**src/rtl/tdf_pkg.sv**
```systemverilog
// Package: sizes, field widths and shared constants of the tolerance duplicate filter.
`default_nettype none
package tdf_pkg;

    localparam int MAX_ENTRIES = 256;
    localparam int ADDR_W      = $clog2(MAX_ENTRIES);
    localparam int CNT_W       = $clog2(MAX_ENTRIES + 1);

    localparam int VALUE_W     = 32;
    localparam int TOL_W       = 32;
    localparam int SLOT_W      = 8;
    localparam int UCNT_W      = 9;
    localparam int DCNT_W      = 16;
    localparam int DIFF_W      = VALUE_W + 1;
    localparam int PROD_W      = TOL_W + VALUE_W;
    localparam int FRAC_W      = 16;

    localparam logic [CNT_W-1:0] MAX_CNT = CNT_W'(MAX_ENTRIES);

endpackage
`default_nettype wire

```
**src/rtl/tdf_match.sv**
```systemverilog
// Tolerance test unit: holds the fresh word and tolerance*|value|, tests one kept word a cycle.
`default_nettype none
module tdf_match (
    input  wire logic                               clk,
    input  wire logic                               load,
    input  wire logic [tdf_pkg::TOL_W-1:0]          tolerance,
    input  wire logic signed [tdf_pkg::VALUE_W-1:0] value,
    input  wire logic [tdf_pkg::VALUE_W-1:0]        kept,
    output logic [tdf_pkg::VALUE_W-1:0]             fresh,
    output logic                                    hit
);

    logic [tdf_pkg::VALUE_W-1:0] fresh_reg;
    logic [tdf_pkg::PROD_W-1:0]  prod_reg;
    logic [tdf_pkg::TOL_W-1:0]   tol_reg;
    logic [tdf_pkg::VALUE_W-1:0] mag_in;
    logic signed [tdf_pkg::DIFF_W-1:0] diff;
    logic [tdf_pkg::DIFF_W-1:0]  abs_diff;
    logic [tdf_pkg::PROD_W-1:0]  dist_scaled;

    // |value| fits 32 unsigned bits, the most negative code included
    assign mag_in = value[tdf_pkg::VALUE_W-1] ? (~value + 1'b1) : value;

    always_ff @(posedge clk)
    begin
        if (load)
        begin
            fresh_reg <= value;
            tol_reg   <= tolerance;
            prod_reg  <= tdf_pkg::PROD_W'(tolerance) * tdf_pkg::PROD_W'(mag_in);
        end
    end

    always_comb
    begin
        diff = {fresh_reg[tdf_pkg::VALUE_W-1], fresh_reg}
             - {kept[tdf_pkg::VALUE_W-1], kept};
        abs_diff = diff[tdf_pkg::DIFF_W-1] ? (~diff + 1'b1) : diff;
        dist_scaled = tdf_pkg::PROD_W'({abs_diff, {tdf_pkg::FRAC_W{1'b0}}});
        hit = (abs_diff < tdf_pkg::DIFF_W'(tol_reg)) || (dist_scaled < prod_reg);
    end

    assign fresh = fresh_reg;

endmodule
`default_nettype wire

```
**config.mk**
```make
export PLATFORM = sky130hd
export DESIGN_NAME = tdf_match
export DESIGN_NICKNAME = d
export VERILOG_FILES = /design/src/rtl/tdf_pkg.sv /design/src/rtl/tdf_match.sv
export SDC_FILE = /design/constraint.sdc
export NUM_CORES = 2
export LEC_CHECK = 0
export BUFFER_PORTS_ARGS = -buffer_cell sky130_fd_sc_hd__buf_2
export CAP_MARGIN = 15
export CORE_MARGIN = 2
export CORE_UTILIZATION = 50
export CTS_CLUSTER_DIAMETER = 80
export DETAILED_ROUTE_END_ITERATION = 7
export GPL_TIMING_DRIVEN = 0
export PLACE_DENSITY = 0.66
export SETUP_SLACK_MARGIN = 0.5
export SLEW_MARGIN = 10
export SYNTH_ARGS = -nofsm -noshare
export SYNTH_HDL_FRONTEND = slang
export SYNTH_SLANG_ARGS = --single-unit
```
**constraint.sdc**
```tcl
create_clock -name clk -period 12 [get_ports clk]
set_input_delay 0 -clock clk [delete_from_list [all_inputs] [get_ports clk]]
set_output_delay 0 -clock clk [all_outputs]
set_load 0.05 [all_outputs]
```
-- Word-level counts from Yosys, hierarchy flattened
Cells that the tools add are included.
- register bits: 128
- bits in latches: 0
- bits in writable memories: 0
- bits in read-only memories: 0
- input port bits: 98
- memories: 0
- add/sub/neg operators: 3
- multipliers: 1
- div/mod/pow operators: 0
- order comparisons: 2
- equal/unequal tests: 0
- shift operators: 0
- muxes and demuxes: 2
- bitwise gates (word level): 2
- reductions and logical operators: 1
- operator list (operator ; number):
    49-bit by 64-bit less-than comparator with 1-bit output ; 1
    32-bit by 32-bit multiplier with 64-bit output ; 1
    33-bit by 1-bit adder with 33-bit output (second input constant) ; 1
    33-bit by 32-bit less-than comparator with 1-bit output ; 1
    33-bit two-way mux ; 1
    33-bit inverter ; 1
    32-bit by 32-bit subtractor with 33-bit output ; 1
    32-bit by 1-bit adder with 32-bit output (second input constant) ; 1
    32-bit two-way mux ; 1
    32-bit inverter ; 1
    1-bit logical OR ; 1

-- Longest topological paths before layout
- word-level depth: 6
- depth in mapped cells: 37

-- Least setup slack after synthesis
Ideal clock, no wire load.
- path type: input to register
- start: input value[17] in the netlist's numbering
- end: register prod_reg[56] in the netlist's numbering, data pin
- setup time: 270 ps
- arrival: 8513 ps
- data required time: 11730 ps
- setup slack: 3216 ps
- cell stages on the path: 29
- path buffers: 2
- path through: or4_1 -> or4_1 -> or3_1 -> o31ai_1 -> xnor2_1 -> clkbuf_1 -> nand2_1 -> fa_1 -> inv_1 -> fa_1 -> inv_1 -> fa_1 -> inv_1 -> fa_1 -> fa_1 -> fa_1 -> fa_1 -> fa_1 -> ha_1 -> clkbuf_1 -> nand4_1 -> or4b_2 -> o211a_1 -> o211ai_1 -> a31oi_1 -> o21ai_0 -> a21oi_1 -> nor2_1 -> a211oi_1
- word-level cells in the longest chain between the ends: 4
- RTL lines (what ; RTL line ; source):
    from (decl) ; tdf_match.sv:7 ; input wire logic signed [tdf_pkg::VALUE_W-1:0] value,
    32-bit inverter ; tdf_match.sv:22 ; assign mag_in = value[tdf_pkg::VALUE_W-1] ? (~value + 1'b1) : value;
    32-bit by 1-bit adder with 32-bit output ; tdf_match.sv:22 ;
    32-bit two-way mux * ; tdf_match.sv:22 ;
    32-bit by 32-bit multiplier with 64-bit output * ; tdf_match.sv:30 ; prod_reg <= tdf_pkg::PROD_W'(tolerance) * tdf_pkg::PROD_W'(mag_in);
    to (signal assigned) ; tdf_match.sv:30 ;
    to (decl) ; tdf_match.sv:14 ; logic [tdf_pkg::PROD_W-1:0] prod_reg;
Every way passes the cells marked *; elsewhere a longest branch is shown, timed or not.
A chain may end at the register's enable or synchronous reset.

-- Worst setup path in the final report
- start: input value[11] in the netlist's numbering
- end: register prod_reg[56] in the netlist's numbering, data pin
The elaborated chain is that of the path after synthesis.

==> flow_summary.toml <==
[placed_design]
dpl_cell_area_um2 = 44170
portBuffers = 130
place_congestion = 1.013
hpwl_um = 121000

[setup_path]
crit_path_end_kind = "register"
path_buf_inv = 9
slowest_delay_ns = 0.77
critPathMostFrequentCell = "fa_1"
path_delay_family = "adder cells"
required_ns = 12.18
critPathMaxFanout = 10
critPathKind = "in2reg"
start_kind = "input pin"
crit_arrival_ns = 11.55
slowest_stage = "or4b_2"

[floorplan]
die_y_um = 293.8
start_util_pct = 50.33
die-area_um2 = 86300
core_um2 = 83420
die_w_um = 293.8
ios = 131
rows = 106

[routing]
ant_nets = 0
wl_um = 149000
drt_first_iter_violations = 3289
drc = 0
drtPass1Iterations = 8
num_vias = 34060
viasPerCell = 5.735
drt-wirelength-per-cell_um = 25.09

[layout]
multi_input_area_um2 = 33460
fin_area_um2 = 45520
layout-drive-gt1-share_pct = 4.602
fill_cells = 7680
largest_reg_flops = 64
register_area_um2 = 3844
final_nets = 6190
syn2layout_area_growth_pct = 8.434

[outcome]
status = "complete, no violations"

[timing]
finalSetupViolCount = 0
slew_headroom_pct = 14.61
timing.fmax_ghz = 0.08793
final_hold_viol_count = 0
fin_hold_ws_ns = 0.02814
rsz0062_at_grt = "false"
period_minus_slack_ns = 11.37
final_max_slew_viol_count = 0
timing.final.crit_share_pct = 94.77
worstMarginPinSlew_ns = 1.281

[synthesis]
synth.net_count = 5970
syn_avg_cell_area_um2 = 9.099
synth-seq-cells = 128
synth_top_cell_area_share_pct = 42.77
yosysTopAreaCell = "fa_1"
ys_warn_count = 0
synth_edf_count = 128
synth_common_cells = "1057 x inv_1, 897 x fa_1, 627 x nand2_1, 455 x and2_1, 361 x ha_1"
syn-instance-count = 4614
synthDistinctLibCells = 68
synth.area.top_cells = "fa_1 43%, ha_1 11%, inv_1 9.5%, edfxtp_1 9.2%, and2_1 6.8%"
ys_seq_area_share_pct = 9.155
synthArstFlopShare_pct = 0
ys.flop_type = "edfxtp_1"
synthesis.area_um2 = 41980
yosys.cell_count.top_type = "inv_1"

[clock_tree]
clk_pin_slew_ns = 0.06
cts_tree = "done"
htree_levels = 4
cts_root_buffer = "clkbuf_16"
cts_buffers = 17
cts.sinks = 128
cts.path.max_buffers = 2

[global_route]
grt_usage_pct = 35.60
grt_max_degree = 71
antenna_found_initial = 17
grt_overflow = 0
first_global_vias = 34890
grt_pass1_wl_um = 221800

[worst_hold_path]
hold_start = "tolerance[10]"
min-delay-path-class = "in2reg"
holdPathEnd = "tol_reg[10]"
worst_hold_path.num_cells = 1

[job]
cap_violations = 0
## cells by family after synthesis
family	Yosys count	synth area share, %
AOI/OAI and AO/OA	426	6.500
and+or+nand+nor	1384	16.52
buffers and inverters	1283	11.47
DFF	128	9.155
muxes	2	0.05066
adders and majority gates	1258	53.53
xor gates and xnor gates	133	2.775
## cell usage in the layout (no fill, tap or decap), drive strengths merged, types with 7 or more instances in the layout
master	n
o41ai	10
a221oi	7
nor2	72
a2111oi	10
o21ai	78
fa	897
o21bai	16
nand4	31
a31oi	24
xnor2	86
and2	455
a21o	58
a21oi	128
edfxtp	128
o21a	13
diode	13
ha	361
nor2b	46
or4	11
dlygate4sd3	58
o211ai	13
nand3	30
clkbuf	240
o31ai	10
and3	13
buf	145
nor3	30
a211oi	19
inv	1058
a21boi	10
nand2	627
or3	8
nand2b	25
xor2	47
nor4	16
## routing by layer
| metal | track usage [%] | wire (um) |
|---|---|---|
| met5 | 0 | 40 |
| met4 | 21.39 | 11560 |
| met3 | 9.532 | 16710 |
| met2 | 53.98 | 64510 |
| met1 | 45.80 | 56160 |
## timing repair
| item | 4_1_cts | 5_1_grt |
|---|---|---|
| gates resized for setup | 1 | 48 |
| pin swaps | 0 | 1 |
| setup buffers | 0 | 2 |
| hold buffers | 58 | 0 |
| gates cloned | 0 | 0 |
| setup endpoints to repair | 4 | 16 |
| hold endpoints to repair | 58 | 0 |
## through the flow
| step | util (%) | cells | setup TNS [ns] | setup slack (ns) |
|---|---|---|---|---|
| 2_1_floorplan | - | 4614 | 0 | 3.216 |
| 3_3_place_gp | 52.73 | 5824 | -0.6232 | -0.2192 |
| 3_5_place_dp | 52.94 | 5833 | -0.06148 | -0.05785 |
| 4_1_cts | 54.36 | 5922 | 0 | 0.5451 |
| 5_1_grt | 54.54 | 5927 | 0 | 0.3867 |
| 6_report | 54.57 | 5939 | 0 | 0.6275 |
## area by class of cell
cell class / instances / share of cell area, %
well taps: 1080 / 2.968
flip-flops and latches: 128 / 8.443
plain buffers: 226 / 1.932
clock buffers: 18 / 0.9427
multi-input cells: 3203 / 73.50
diodes: 13 / 0.07146
clock inverters: 13 / 0.3628
inverters: 1057 / 8.715
repair buffers: 201 / 3.064
## worst max path at each step
stage,end,depth (start not counted),from,slack [ns]
2_1_floorplan,prod_reg[56],29,value[17],3.22
3_3_place_gp,prod_reg[56],35,value[0],-0.22
3_5_place_dp,prod_reg[63],35,value[0],-0.06
4_1_cts,prod_reg[63],33,value[11],0.55
5_1_grt,prod_reg[63],33,value[11],0.39
6_report,prod_reg[56],34,value[11],0.63
Power is left out: the tool's default activity adds up to more than one toggle a clock period on the data nets, which glitch-free logic cannot reach.
